===== config.mk =====
export PLATFORM = sky130hd
export DESIGN_NAME = dependency_counting_task_dispatcher_unit
export DESIGN_NICKNAME = d
export VERILOG_FILES = /design/src/hw/rtl/dctd_pkg.sv /design/src/hw/rtl/dependency_counting_task_dispatcher_unit.sv /design/src/hw/rtl/dctd_ram.sv /design/src/hw/rtl/dctd_datapath.sv /design/src/hw/rtl/dctd_ctrl.sv
export SDC_FILE = /design/constraint.sdc
export NUM_CORES = 2
export LEC_CHECK = 0
export BUFFER_PORTS_ARGS = -buffer_cell sky130_fd_sc_hd__clkbuf_2
export CORE_AREA = 2 2 455 231
export DETAILED_ROUTE_END_ITERATION = 16
export DIE_AREA = 0 0 457 233
export GPL_ROUTABILITY_DRIVEN = 0
export GPL_TIMING_DRIVEN = 0
export HOLD_SLACK_MARGIN = 0.08
export PLACE_DENSITY = 0.78
export SLEW_MARGIN = 5
export SYNTH_ARGS = -nofsm -noshare
export SYNTH_HDL_FRONTEND = slang
export SYNTH_HIERARCHICAL = 1
export SYNTH_SLANG_ARGS = --single-unit
export TNS_END_PERCENT = 50

===== constraint.sdc =====
create_clock -name clk -period 7.4 [get_ports clk]
set_input_delay 1.48 -clock clk [delete_from_list [all_inputs] [get_ports clk]]
set_output_delay 1.48 -clock clk [all_outputs]
set_load 0.01 [all_outputs]

===== src/hw/rtl/dctd_pkg.sv =====
// ----------------------------------------------------------------------------
// Dependency task dispatcher package
// Field widths, request and result codes, and the command and status bundles
// that join the controller to the datapath.
// ----------------------------------------------------------------------------
`default_nettype none

package dctd_pkg;

  // Payload field widths
  localparam int MODE_W = 2;
  localparam int IDX_W  = 5;
  localparam int KIND_W = 3;
  localparam int CNT_W  = 6;

  // Default sizing of the graph
  localparam int MAX_TASKS_DEF = 32;
  localparam int MAX_DEPS_DEF  = 16;

  // Saturation limit of the pending and done counters
  localparam logic [CNT_W-1:0] CNT_MAX = 6'd63;

  // Request modes
  localparam logic [MODE_W-1:0] MODE_CLEAR = 2'd0;
  localparam logic [MODE_W-1:0] MODE_EDGE  = 2'd1;
  localparam logic [MODE_W-1:0] MODE_START = 2'd2;
  localparam logic [MODE_W-1:0] MODE_DONE  = 2'd3;

  // Result kinds
  localparam logic [KIND_W-1:0] KIND_DISPATCH  = 3'd0;
  localparam logic [KIND_W-1:0] KIND_COMPLETED = 3'd1;
  localparam logic [KIND_W-1:0] KIND_FAILED    = 3'd2;
  localparam logic [KIND_W-1:0] KIND_EDGE_OK   = 3'd3;
  localparam logic [KIND_W-1:0] KIND_EDGE_REJ  = 3'd4;

  // Configuration port
  localparam int APB_ADDR_W = 3;
  localparam int APB_DATA_W = 32;
  localparam logic [APB_ADDR_W-3:0] REG_TASK_COUNT = '0;
  localparam logic [CNT_W-1:0] TASK_COUNT_RST = 6'd1;

  // Commands from the controller to the datapath
  typedef struct packed {
    logic latch;        // capture the request fields
    logic clear_all;    // empty the graph and the frame state
    logic edge_sel;     // memories addressed for an edge request
    logic edge_commit;  // apply the edge and post its result
    logic start_init;   // reset the frame and the scan index
    logic cpl_update;   // pending, failed and done updates of a completion
    logic step_start;   // one index of the start scan
    logic step_cpl;     // one index of the completion scan
    logic finish;       // post the closing result of the request
  } cmd_t;

  // Status from the datapath to the controller
  typedef struct packed {
    logic t_in_range;
    logic ok;
    logic failed;
    logic scan_done;
    logic out_free;
    logic hold_valid;
  } sts_t;

endpackage

`default_nettype wire


===== src/hw/rtl/dependency_counting_task_dispatcher_unit.sv =====
// ----------------------------------------------------------------------------
// Dependency counting task dispatcher
// Tracks a task graph by task index and dispatches tasks whose dependencies
// have all completed.
// ----------------------------------------------------------------------------
// The block takes one request at a time and holds in_stall high until that
// request has been worked through. A start frame and a successful completion
// each walk the task slots in use (task_count, limited to MAX_TASKS), one slot
// per clock while the result register is free, through the remaining-count
// memory; a failed completion or one received after a failure skips the walk,
// and a completion for a slot outside the range in use ends without a result.
// Graph state after reset and after a clear is tracked with per-entry valid
// bits, so there is no clearing pass.
`default_nettype none

module dependency_counting_task_dispatcher_unit
  import dctd_pkg::*;
#(
  parameter int MAX_TASKS = MAX_TASKS_DEF,
  parameter int MAX_DEPS  = MAX_DEPS_DEF
) (
  input  wire logic                  clk,
  input  wire logic                  rst,
  // Request channel
  input  wire logic                  in_valid,
  output logic                       in_stall,
  input  wire logic [MODE_W-1:0]     mode,
  input  wire logic [IDX_W-1:0]      task_index,
  input  wire logic [IDX_W-1:0]      dependency_index,
  input  wire logic                  success,
  // Result channel
  output logic                       out_valid,
  input  wire logic                  out_stall,
  output logic      [KIND_W-1:0]     kind,
  output logic      [IDX_W-1:0]      ready_task,
  output logic      [CNT_W-1:0]      tasks_done,
  output logic                       last,
  // Configuration port
  input  wire logic                  psel,
  input  wire logic                  penable,
  input  wire logic                  pwrite,
  input  wire logic [APB_ADDR_W-1:0] paddr,
  input  wire logic [APB_DATA_W-1:0] pwdata,
  output logic      [APB_DATA_W-1:0] prdata,
  output logic                       pready
);

  logic [CNT_W-1:0] task_count;
  logic             reg_hit;
  cmd_t             cmd;
  sts_t             sts;

  // The only register is the number of task slots in use. The user must write it
  // while the block is idle, which the block itself does not enforce; the datapath reads it directly.
  assign pready  = 1'b1;
  assign reg_hit = (paddr[APB_ADDR_W-1:2] == REG_TASK_COUNT);
  assign prdata  = reg_hit ? APB_DATA_W'(task_count) : '0;

  always_ff @(posedge clk) begin
    if (rst) begin
      task_count <= TASK_COUNT_RST;
    end else if (psel && penable && pwrite && pready && reg_hit) begin
      task_count <= pwdata[CNT_W-1:0];
    end
  end

  // The controller steps through each request; the datapath holds the graph,
  // the frame counters and the result register.
  dctd_ctrl u_ctrl (
    .clk      (clk),
    .rst      (rst),
    .in_valid (in_valid),
    .in_stall (in_stall),
    .mode     (mode),
    .sts      (sts),
    .cmd      (cmd)
  );

  dctd_datapath #(
    .MAX_TASKS (MAX_TASKS),
    .MAX_DEPS  (MAX_DEPS)
  ) u_datapath (
    .clk              (clk),
    .rst              (rst),
    .cmd              (cmd),
    .sts              (sts),
    .task_index       (task_index),
    .dependency_index (dependency_index),
    .success          (success),
    .task_count       (task_count),
    .out_stall        (out_stall),
    .out_valid        (out_valid),
    .kind             (kind),
    .ready_task       (ready_task),
    .tasks_done       (tasks_done),
    .last             (last)
  );

  // Only one request is worked on at a time.
  assert property (@(posedge clk) disable iff (rst)
    in_valid && !in_stall |=> in_stall)
    else $error("request accepted while another was still in progress");

  // A held dispatch exists only while a request is being worked on.
  assert property (@(posedge clk) disable iff (rst)
    sts.hold_valid |-> in_stall)
    else $error("dispatch left in the hold stage after the request ended");

  // Edge results are always the single and final result of their request.
  assert property (@(posedge clk) disable iff (rst)
    out_valid && (kind == KIND_EDGE_OK || kind == KIND_EDGE_REJ) |-> last)
    else $error("edge result without the last flag");

  // Only dispatch results name a task.
  assert property (@(posedge clk) disable iff (rst)
    out_valid && kind != KIND_DISPATCH |-> ready_task == '0)
    else $error("non-dispatch result carries a task index");

endmodule

`default_nettype wire


===== src/hw/rtl/dctd_ram.sv =====
// ----------------------------------------------------------------------------
// Generic RAM
// One write port and one read port with registered read data.
// ----------------------------------------------------------------------------
`default_nettype none

module dctd_ram #(
  parameter int WIDTH = 8,
  parameter int DEPTH = 32
) (
  input  wire logic                     clk,
  input  wire logic                     we,
  input  wire logic [$clog2(DEPTH)-1:0] waddr,
  input  wire logic [WIDTH-1:0]         wdata,
  input  wire logic [$clog2(DEPTH)-1:0] raddr,
  output logic      [WIDTH-1:0]         rdata
);

  logic [WIDTH-1:0] mem [DEPTH];

  always_ff @(posedge clk) begin
    if (we) begin
      mem[waddr] <= wdata;
    end
    rdata <= mem[raddr];
  end

endmodule

`default_nettype wire


===== src/hw/rtl/dctd_datapath.sv =====
// ----------------------------------------------------------------------------
// Dependency task dispatcher datapath
// Graph memories, frame counters, the scan index, a one-entry hold stage for
// dispatches and the result register.
// ----------------------------------------------------------------------------
`default_nettype none

module dctd_datapath
  import dctd_pkg::*;
#(
  parameter int MAX_TASKS = MAX_TASKS_DEF,
  parameter int MAX_DEPS  = MAX_DEPS_DEF
) (
  input  wire logic              clk,
  input  wire logic              rst,
  input  wire cmd_t              cmd,
  output sts_t                   sts,
  input  wire logic [IDX_W-1:0]  task_index,
  input  wire logic [IDX_W-1:0]  dependency_index,
  input  wire logic              success,
  input  wire logic [CNT_W-1:0]  task_count,
  input  wire logic              out_stall,
  output logic                   out_valid,
  output logic      [KIND_W-1:0] kind,
  output logic      [IDX_W-1:0]  ready_task,
  output logic      [CNT_W-1:0]  tasks_done,
  output logic                   last
);

  localparam int TW = $clog2(MAX_TASKS);
  localparam int NW = $clog2(MAX_TASKS + 1);
  localparam int CW = (NW > CNT_W) ? NW : CNT_W;
  localparam int DW = $clog2(MAX_DEPS + 1);

  logic [IDX_W-1:0]     t_reg;
  logic [IDX_W-1:0]     d_reg;
  logic                 ok_reg;
  logic [NW-1:0]        idx;
  logic [NW-1:0]        idx_next;
  logic [CNT_W-1:0]     pending;
  logic [CNT_W-1:0]     done_cnt;
  logic                 failed;
  logic [MAX_TASKS-1:0] sched;
  logic [MAX_TASKS-1:0] dc_vld;
  logic [MAX_TASKS-1:0] mask_vld;
  logic [MAX_TASKS-1:0] rem_vld;
  logic                 hold_v;
  logic [TW-1:0]        hold_task;

  logic [NW-1:0]        n;
  logic [TW-1:0]        t_idx;
  logic [TW-1:0]        d_idx;
  logic [TW-1:0]        cur;
  logic                 t_ok;
  logic                 d_ok;
  logic                 accept;

  logic [DW-1:0]        dc_rdata;
  logic [DW-1:0]        dc_eff;
  logic [TW-1:0]        dc_raddr;
  logic                 dc_vld_sel;
  logic [MAX_TASKS-1:0] mask_rdata;
  logic [MAX_TASKS-1:0] mask_eff;
  logic [TW-1:0]        mask_raddr;
  logic [DW-1:0]        rem_rdata;
  logic [DW-1:0]        rem_eff;
  logic [DW-1:0]        rem_dec;
  logic                 rem_we;
  logic [DW-1:0]        rem_wdata;

  logic                 dep_bit;
  logic                 disp_start;
  logic                 disp_cpl;
  logic                 dispatch;

  logic                 out_load;
  logic [KIND_W-1:0]    kind_next;
  logic [IDX_W-1:0]     ready_task_next;
  logic                 last_next;

  // Slots in use, limited to the storage size.
  assign n = (CW'(task_count) > CW'(MAX_TASKS)) ? NW'(MAX_TASKS) : NW'(task_count);

  assign t_idx = TW'(t_reg);
  assign d_idx = TW'(d_reg);
  assign cur   = idx[TW-1:0];
  assign t_ok  = CW'(t_reg) < CW'(n);
  assign d_ok  = CW'(d_reg) < CW'(n);

  always_comb begin
    if (cmd.start_init || cmd.cpl_update) begin
      idx_next = '0;
    end else if (cmd.step_start || cmd.step_cpl) begin
      idx_next = idx + NW'(1);
    end else begin
      idx_next = idx;
    end
  end

  // Dependency counts: edges address the waiting task, the start scan walks the index.
  assign dc_raddr   = cmd.edge_sel ? t_idx : idx_next[TW-1:0];
  assign dc_vld_sel = cmd.edge_sel ? dc_vld[t_idx] : dc_vld[cur];
  assign dc_eff     = dc_vld_sel ? dc_rdata : '0;

  // Dependent masks: edges read the prerequisite's row, completions the finished task's row.
  assign mask_raddr = cmd.edge_sel ? d_idx : t_idx;
  assign mask_eff   = (cmd.edge_sel ? mask_vld[d_idx] : mask_vld[t_idx]) ? mask_rdata : '0;

  assign rem_eff = rem_vld[cur] ? rem_rdata : '0;
  assign rem_dec = (rem_eff == '0) ? '0 : rem_eff - DW'(1);

  assign accept = t_ok && d_ok && (t_reg != d_reg) && !mask_eff[t_idx]
                  && (dc_eff < DW'(MAX_DEPS));

  assign dep_bit    = mask_eff[cur];
  assign disp_start = (dc_eff == '0);
  assign disp_cpl   = dep_bit && (rem_dec == '0) && !sched[cur];
  assign dispatch   = (cmd.step_start && disp_start) || (cmd.step_cpl && disp_cpl);

  assign rem_we    = cmd.step_start || (cmd.step_cpl && dep_bit);
  assign rem_wdata = cmd.step_start ? dc_eff : rem_dec;

  dctd_ram #(.WIDTH(DW), .DEPTH(MAX_TASKS)) u_dep_count_ram (
    .clk   (clk),
    .we    (cmd.edge_commit && accept),
    .waddr (t_idx),
    .wdata (dc_eff + DW'(1)),
    .raddr (dc_raddr),
    .rdata (dc_rdata)
  );

  dctd_ram #(.WIDTH(MAX_TASKS), .DEPTH(MAX_TASKS)) u_dep_mask_ram (
    .clk   (clk),
    .we    (cmd.edge_commit && accept),
    .waddr (d_idx),
    .wdata (mask_eff | (MAX_TASKS'(1) << t_idx)),
    .raddr (mask_raddr),
    .rdata (mask_rdata)
  );

  dctd_ram #(.WIDTH(DW), .DEPTH(MAX_TASKS)) u_remaining_ram (
    .clk   (clk),
    .we    (rem_we),
    .waddr (cur),
    .wdata (rem_wdata),
    .raddr (idx_next[TW-1:0]),
    .rdata (rem_rdata)
  );

  // Result selection. A dispatch is held back one step so that the final one can
  // carry the last flag.
  always_comb begin
    out_load        = 1'b0;
    kind_next       = KIND_DISPATCH;
    ready_task_next = IDX_W'(hold_task);
    last_next       = 1'b0;
    if (cmd.edge_commit) begin
      out_load        = 1'b1;
      kind_next       = accept ? KIND_EDGE_OK : KIND_EDGE_REJ;
      ready_task_next = '0;
      last_next       = 1'b1;
    end else if (dispatch && hold_v) begin
      out_load = 1'b1;
    end else if (cmd.finish) begin
      if (hold_v) begin
        out_load  = 1'b1;
        last_next = 1'b1;
      end else if (pending == '0) begin
        out_load        = 1'b1;
        kind_next       = failed ? KIND_FAILED : KIND_COMPLETED;
        ready_task_next = '0;
        last_next       = 1'b1;
      end
    end
  end

  always_ff @(posedge clk) begin
    if (rst) begin
      idx       <= '0;
      pending   <= '0;
      done_cnt  <= '0;
      failed    <= 1'b0;
      sched     <= '0;
      dc_vld    <= '0;
      mask_vld  <= '0;
      rem_vld   <= '0;
      hold_v    <= 1'b0;
      out_valid <= 1'b0;
    end else begin
      idx <= idx_next;
      if (cmd.clear_all) begin
        pending  <= '0;
        done_cnt <= '0;
        failed   <= 1'b0;
        sched    <= '0;
        dc_vld   <= '0;
        mask_vld <= '0;
        rem_vld  <= '0;
      end
      if (cmd.edge_commit && accept) begin
        dc_vld[t_idx]   <= 1'b1;
        mask_vld[d_idx] <= 1'b1;
      end
      if (cmd.start_init) begin
        pending  <= '0;
        done_cnt <= '0;
        failed   <= 1'b0;
        sched    <= '0;
        rem_vld  <= '0;
      end
      if (cmd.cpl_update) begin
        if (pending != '0) begin
          pending <= pending - CNT_W'(1);
        end
        if (!ok_reg) begin
          failed <= 1'b1;
        end else if (!failed && (done_cnt != CNT_MAX)) begin
          done_cnt <= done_cnt + CNT_W'(1);
        end
      end
      if (rem_we) begin
        rem_vld[cur] <= 1'b1;
      end
      if (dispatch) begin
        sched[cur] <= 1'b1;
        if (pending != CNT_MAX) begin
          pending <= pending + CNT_W'(1);
        end
        hold_v <= 1'b1;
      end else if (cmd.finish) begin
        hold_v <= 1'b0;
      end
      if (out_load) begin
        out_valid <= 1'b1;
      end else if (!out_stall) begin
        out_valid <= 1'b0;
      end
    end
  end

  // Payload registers
  always_ff @(posedge clk) begin
    if (cmd.latch) begin
      t_reg  <= task_index;
      d_reg  <= dependency_index;
      ok_reg <= success;
    end
    if (dispatch) begin
      hold_task <= cur;
    end
    if (out_load) begin
      kind       <= kind_next;
      ready_task <= ready_task_next;
      tasks_done <= done_cnt;
      last       <= last_next;
    end
  end

  assign sts.t_in_range = t_ok;
  assign sts.ok         = ok_reg;
  assign sts.failed     = failed;
  assign sts.scan_done  = (idx == n);
  assign sts.out_free   = !out_valid || !out_stall;
  assign sts.hold_valid = hold_v;

endmodule

`default_nettype wire


===== src/hw/rtl/dctd_ctrl.sv =====
// ----------------------------------------------------------------------------
// Dependency task dispatcher controller
// Sequences one request at a time through the datapath.
// ----------------------------------------------------------------------------
`default_nettype none

module dctd_ctrl
  import dctd_pkg::*;
(
  input  wire logic              clk,
  input  wire logic              rst,
  input  wire logic              in_valid,
  output logic                   in_stall,
  input  wire logic [MODE_W-1:0] mode,
  input  wire sts_t              sts,
  output cmd_t                   cmd
);

  localparam logic [3:0] S_IDLE       = 4'd0;
  localparam logic [3:0] S_CLEAR      = 4'd1;
  localparam logic [3:0] S_EDGE_RD    = 4'd2;
  localparam logic [3:0] S_EDGE_EV    = 4'd3;
  localparam logic [3:0] S_START      = 4'd4;
  localparam logic [3:0] S_START_SCAN = 4'd5;
  localparam logic [3:0] S_CPL        = 4'd6;
  localparam logic [3:0] S_CPL_SCAN   = 4'd7;
  localparam logic [3:0] S_END        = 4'd8;

  logic [3:0] state;
  logic [3:0] state_next;

  assign in_stall = (state != S_IDLE);

  always_comb begin
    cmd        = '0;
    state_next = state;
    case (state)
      S_IDLE: begin
        if (in_valid) begin
          cmd.latch = 1'b1;
          case (mode)
            MODE_CLEAR: state_next = S_CLEAR;
            MODE_EDGE:  state_next = S_EDGE_RD;
            MODE_START: state_next = S_START;
            default:    state_next = S_CPL;
          endcase
        end
      end
      S_CLEAR: begin
        cmd.clear_all = 1'b1;
        state_next    = S_IDLE;
      end
      S_EDGE_RD: begin
        cmd.edge_sel = 1'b1;
        state_next   = S_EDGE_EV;
      end
      S_EDGE_EV: begin
        cmd.edge_sel = 1'b1;
        if (sts.out_free) begin
          cmd.edge_commit = 1'b1;
          state_next      = S_IDLE;
        end
      end
      S_START: begin
        cmd.start_init = 1'b1;
        state_next     = S_START_SCAN;
      end
      S_START_SCAN: begin
        if (sts.scan_done) begin
          state_next = S_END;
        end else if (sts.out_free) begin
          cmd.step_start = 1'b1;
        end
      end
      S_CPL: begin
        if (!sts.t_in_range) begin
          state_next = S_IDLE;
        end else begin
          cmd.cpl_update = 1'b1;
          state_next     = (sts.ok && !sts.failed) ? S_CPL_SCAN : S_END;
        end
      end
      S_CPL_SCAN: begin
        if (sts.scan_done) begin
          state_next = S_END;
        end else if (sts.out_free) begin
          cmd.step_cpl = 1'b1;
        end
      end
      S_END: begin
        if (sts.out_free) begin
          cmd.finish = 1'b1;
          state_next = S_IDLE;
        end
      end
      default: begin
        state_next = S_IDLE;
      end
    endcase
  end

  always_ff @(posedge clk) begin
    if (rst) begin
      state <= S_IDLE;
    end else begin
      state <= state_next;
    end
  end

endmodule

`default_nettype wire


# Word level (Yosys, flattened, before mapping)
# Memory sizes are Yosys's and may differ from the RTL's. A register that Yosys moved wholly into a read port is not among the register bits.
# Cells that the tools add are included.
classes:
  eq_ne: 18
  n_mux: 109
  bitwise: 6
  shift: 1
  addsub: 6
  n_reduce_logical: 43
  order_cmp: 10
ops:
  columns: ["cell", "n"]
  rows:
  - ["32-bit two-way mux", 15]
  - ["32-bit bitwise OR", 5]
  - ["6-bit two-way mux", 13]
  - ["5-bit two-way mux", 12]
  - ["1-bit two-way mux", 44]
  - ["1-bit binary-select mux with 5-bit select", 8]
  - ["1-bit by 5-bit << shifter with 32-bit output, first input constant", 1]
  - ["4-bit case mux with 6 select lines", 1]
  - ["4-bit two-way mux", 5]
  - ["1-bit logical AND", 19]
  - ["6-bit by 1-bit adder with 6-bit output, second input constant", 3]
  - ["5-bit by 6-bit less-than comparator with 1-bit output, second input constant", 3]
  - ["3-bit two-way mux", 6]
  - ["4-bit by 3-bit == test with 1-bit output, second input constant", 4]
  - ["1-bit demux with 5-bit select", 3]
  - ["5-bit by 1-bit greater-or-equal comparator with 1-bit output, second input constant", 3]
  - ["5-bit logical NOT", 3]
  - ["5-bit by 6-bit less-than comparator with 1-bit output", 2]
  - ["6-bit inequality test, second input constant", 2]
  - ["3-bit case mux with 3 select lines", 1]
  - ["4-bit by 2-bit == test with 1-bit output, second input constant", 2]
  - ["2-bit OR reduction", 4]
  - ["6-bit == test", 1]
  - ["6-bit > comparator, second input constant", 1]
  - ["other kinds (22)", 32]
word_totals:
  regBits: 190
  ram_bits: 1344
  inputBits: 55
  mem_count: 3
memory_table:
  columns: ["memory", "depth", "word_bits", "read_ports", "rd_clocked_by_memory_dff", "wr", "line", "text"]
  rows:
  - ["u_datapath.u_dep_mask_ram.mem", 32, 32, 1, 1, 1, "dctd_ram.sv:19", "logic [WIDTH-1:0] mem [DEPTH];"]
  - ["u_datapath.u_dep_count_ram.mem", 32, 5, 1, 1, 1, "dctd_ram.sv:19", null]
  - ["u_datapath.u_remaining_ram.mem", 32, 5, 1, 1, 1, "dctd_ram.sv:19", null]

# Longest topological paths before layout
depth:
  word_depth: 15
  mapped_depth: 19

# Hierarchy
# The synthesis kept the hierarchy.
by_module_without_submodules:
  columns: ["module", "cells_per_inst", "area_each_um2", "instances", "seq_area_each_um2"]
  rows:
  - ["dctd_ram at u_datapath.u_dep_mask_ram", 2260, 40485.1, 1, 31390.1]
  - ["dctd_ram at u_datapath.u_dep_count_ram ...", 277, 6344.8, 2, 4904.7]
  - ["dctd_datapath", 1010, 10122.2, 1, 3913.8]
  - ["dependency_counting_task_dispatcher_unit", 62, 538.0, 1, 120.1]
  - ["dctd_ctrl", 53, 400.4, 1, 80.1]

# Least setup slack after synthesis
# No wires, ideal clock.
synth_timing:
  path_kind: "register -> register"
  start: "reg u_datapath.idx[0]"
  end: "mem u_datapath/u_dep_mask_ram/mem[20][0] (netlist name) (enable)"
  t_arrival_ns: 4.889
  period_less_slack_ns: 5.310
  required_ns: 6.979
  setup_ns: 0.421
  setup_slack_ns: 2.090
  stages_incl_launch_ff: 13
  cell_sequence: "dfxtp_1 -> buf_4 -> mux4_2 -> mux4_2 -> nor2b_1 -> a211oi_1 -> a21oi_1 -> nand2_1 -> or4b_4 -> inv_2 -> or3b_2 -> clkbuf_1 -> nor2_1"
synth_via:
  elab_chain_len: 9
synth_rtl:
  columns: ["element", "line", "text"]
  rows:
  - ["start: declaration", "dctd_datapath.sv:38", "logic [NW-1:0] idx;"]
  - ["start signal: assignment", "dctd_datapath.sv:190", "idx <= idx_next;"]
  - ["1-bit binary-select mux with 5-bit select", "dctd_datapath.sv:102", "assign dc_vld_sel = cmd.edge_sel ? dc_vld[t_idx] : dc_vld[cur];"]
  - ["1-bit two-way mux (not written as such)", "dctd_datapath.sv:102", null]
  - ["1-bit two-way mux", "dctd_datapath.sv:102", null]
  - ["5-bit two-way mux", "dctd_datapath.sv:103", "assign dc_eff = dc_vld_sel ? dc_rdata : '0;"]
  - ["5-bit less-than comparator", "dctd_datapath.sv:113", "&& (dc_eff < DW'(MAX_DEPS));"]
  - ["1-bit logical AND", "dctd_datapath.sv:113", null]
  - ["1-bit logical AND", "dctd_datapath.sv:134", ".we (cmd.edge_commit && accept),"]
  - ["1-bit two-way mux", "dctd_ram.sv:22", "if (we) begin"]
  - ["1-bit two-way mux (not written as such)", "dctd_ram.sv:23", "mem[waddr] <= wdata;"]
  - ["end: declaration", "dctd_ram.sv:19", null]
# Every way passes these cells. The select of a mux whose other input is x is not followed.

==> metrics.md <==
| Metric | Value |
|---|---|
| Vias in the first global route | ~37000 |
| Measured slew at the worst slew-check pin | approximately 1.3 ns |
| Biggest regs | u_datapath/u_dep_mask_ram/mem x1024, u_datapath/u_dep_count_ram/mem x160, u_datapath/u_remaining_ram/mem x160 |
| Number of buffers created by CTS | around 140 |
| Postcts setup bufs | 0 |
| Placed Cells | ~5400 |
| Synthesized cell area | about 64000 um2 |
| Final wirelength | about 160 mm |
| Final Hold Viols | 0 |
| # H-tree levels | 4 |
| Grt ovf | 0 |
| CP Capture Type | flop |
| Final Cycle Share | a little over nine tenths |
| CTS root buffer | clkbuf_16 |
| Slew headroom | between 10% and 20% |
| ANT nets after route | 0 |
| GRT Util Overall | 29.9% |
| Full die area | 106000 um2 |
| Initial antenna violation count | 3 |
| CTS Sinks | 1576 |
| Port Buffers | a little under 50 |
| Reg-to-Reg End | u_datapath/u_dep_count_ram/rdata[4] |
| Die H | ~230 um |
| CP Max Fanout | 10 |
| DRT Pass-1 Iters | 6 |
| Cells on worst reg2reg path | 17 |
| WP data required | 8.03 ns |
| # nets final | 4263 |
| Post-route non-filler standard cell count | approximately 5700 |
| Post-DP HPWL | 105 mm |
| Area post-placement | ~67000 um2 |
| Final worst clock skew | 0.0299 ns |
| Max-slew violations | 0 |
| Setup crit end | u_datapath/u_dep_count_ram/rdata[4] |
| CTS tree | yes |
| # IOs | ~110 |
| Starting DRT DRC Count | between 5000 and 6000 |
| PwrDens | around 320 nW/um2 |
| Origin of the critical flop-to-flop path | u_datapath/idx[2] |
| Clock Path Buffers | 3 |
| Total of max-cap violations | 0 |
| Wirelength per Cell | roughly 28 um |
| Fin area | approximately 70000 um2 |
| WL met1 | between 60 and 70 mm |
| Register Area | between 40000 and 50000 um2 |
| Final setup viols | 0 |
| R2R setup slack | 0.40 ns |
| Syn avg cell area | about 16 um2 |
| DR DRC count | 0 |
| Met2 WL | between 70 and 80 mm |
| Number of flip-flops under the largest register name | about 1000 |
| First-pass GRT wire length | ~230 mm |
| Die Span X | 457 um |
| FMAX | ~140 MHz |
| Static leakage | about 0.024 uW |
| Cell count after synthesis | ~4000 |
| Ys Warns | 6 |
| Filler instances | about 6300 |
| Minimum clock period | around 7 ns |
| Clk Latency, worst-skew pair | roughly 0.77 ns |
| CTS clk-pin slew, worst paths | 0.07 ns |
| Layout area overhead | 11.7% |
| Layout cell share with drive strength beyond 1 | between 15 and 20% |
| Initial core utilization | a little over three fifths |
| Largest net degree at the start of global routing | 34 |
| Crit Path Category | flop to flop |
| Cell row count | between 80 and 90 |
| Multi-input gate area | 17700 um2 |
| Crit path DAT | around 7.6 ns |
| DR top layer | met4 |
| CP Launch Point | u_datapath/idx[2] |
| Hold Path Class | flop to flop |
| DR WL met3 | between 15 and 20 mm |
| Status | complete, no violations |
| Via density | around 6.7 |
| Biggest register | u_datapath/u_dep_mask_ram/mem |
| VDD IR max | 193 uV |
| Unrepaired setup endpoints after global routing | no |
| Vias | 38000 |
| Worst setup SP type | flop |
| Core area | approximately 100000 um2 |
-- placed cells by master (no fill, tap or decap), types with 14 or more instances in the layout --
master / n
edfxtp_1: 1375
mux2i_1: 558
dfxtp_1: 201
nor2_1: 186
clkbuf_1: 171
nand2_1: 148
clkbuf_16: 144
mux4_2: 144
nand3_1: 120
a21oi_1: 120
a22o_1: 118
a22oi_1: 109
buf_4: 69
a32oi_1: 64
buf_2: 56
clkbuf_2: 51
nor3_1: 51
a31oi_1: 39
a32o_1: 34
nor2_4: 32
conb_1: 27
nand3b_1: 24
nand2b_1: 23
mux2_2: 21
o21ai_0: 21
ha_1: 20
inv_1: 19
buf_6: 18
buf_1: 18
buf_16: 18
clkinv_1: 17
and2_1: 17
clkinv_2: 14
nor2b_1: 14
or3b_2: 14
buf_12: 14
-- repair_timing --
item                       in CTS  in global routing
setup endpoints to repair       5                  5
hold buffers                    0                  0
resized for setup               1                  0
-- power by group --
group	internal [uW]	switching, uW	leakage (uW)	total (uW)
logic	1530	3500	0.00816	5030
clock network	3830	3110	0.00208	6940
registers	10700	204	0.0142	10900
-- worst max-delay path, cell delays in order (launching register included) --
cell and delay, ns:
dfxtp_1 0.68, clkbuf_1 0.37, clkbuf_1 0.51, clkbuf_1 0.44, a31oi_1 0.15, o21a_1 0.20, nor4_1 0.60, nor2_1 0.24
and3_1 0.32, clkbuf_1 0.29, o21ai_0 0.33, xor2_1 0.09, nand2b_1 0.22, o21ai_0 0.61, clkbuf_1 0.55, mux4_2 0.45
mux4_2 0.50, mux2_2 0.32
-- how the worst min path moves through the flow --
stage	start	endpoint	depth (start not counted)
global route	u_datapath/mask_vld[16]	u_datapath/mask_vld[16]	1
detailed placement	u_datapath/rem_vld[25]	u_datapath/rem_vld[25]	2
global placement	u_datapath/sched[6]	u_datapath/sched[6]	2
floorplan	u_datapath/done_cnt[2]	u_datapath/tasks_done[2]	0
finish	u_datapath/sched[2]	u_datapath/sched[2]	2
CTS	u_datapath/rem_vld[25]	u_datapath/rem_vld[25]	2
-- stage by stage --
stage               worst slack [ns]  setup TNS [ns]  power [uW]  util, %  hold slack, ns
CTS                            0.229               0       22800     70.2           0.490
floorplan                       2.09               0       14100        -           0.442
global placement              -0.447          -75.01       15800     64.8           0.459
detailed placement           -0.0468          -0.206       16000     66.0           0.474
global route                   0.118               0       23600     70.2           0.506
finish                         0.399               0       22900     70.2           0.487
-- area by class of cell --
| type | count | share of cell area [%] |
|---|---|---|
| clock inverters | 46 | 0.502 |
| well taps | 1360 | 2.37 |
| clock buffers | 203 | 5.47 |
| flip-flops and latches | 1576 | 63.2 |
| inverters | 22 | 0.115 |
| plain buffers | 287 | 2.16 |
| repair buffers | 88 | 1.57 |
| multi-input cells | 2077 | 24.6 |
| diodes | 3 | 0.0105 |
-- per-layer routing --
metal / global-route usage, % / vias to the layer above
li1: - / 16100
met1: 40.2 / 19200
met3: 6.79 / 331
met2: 48.7 / 2333
met5: 0 / -
met4: 10.0 / 0
Note: power is estimated with default switching activity, not from simulation.
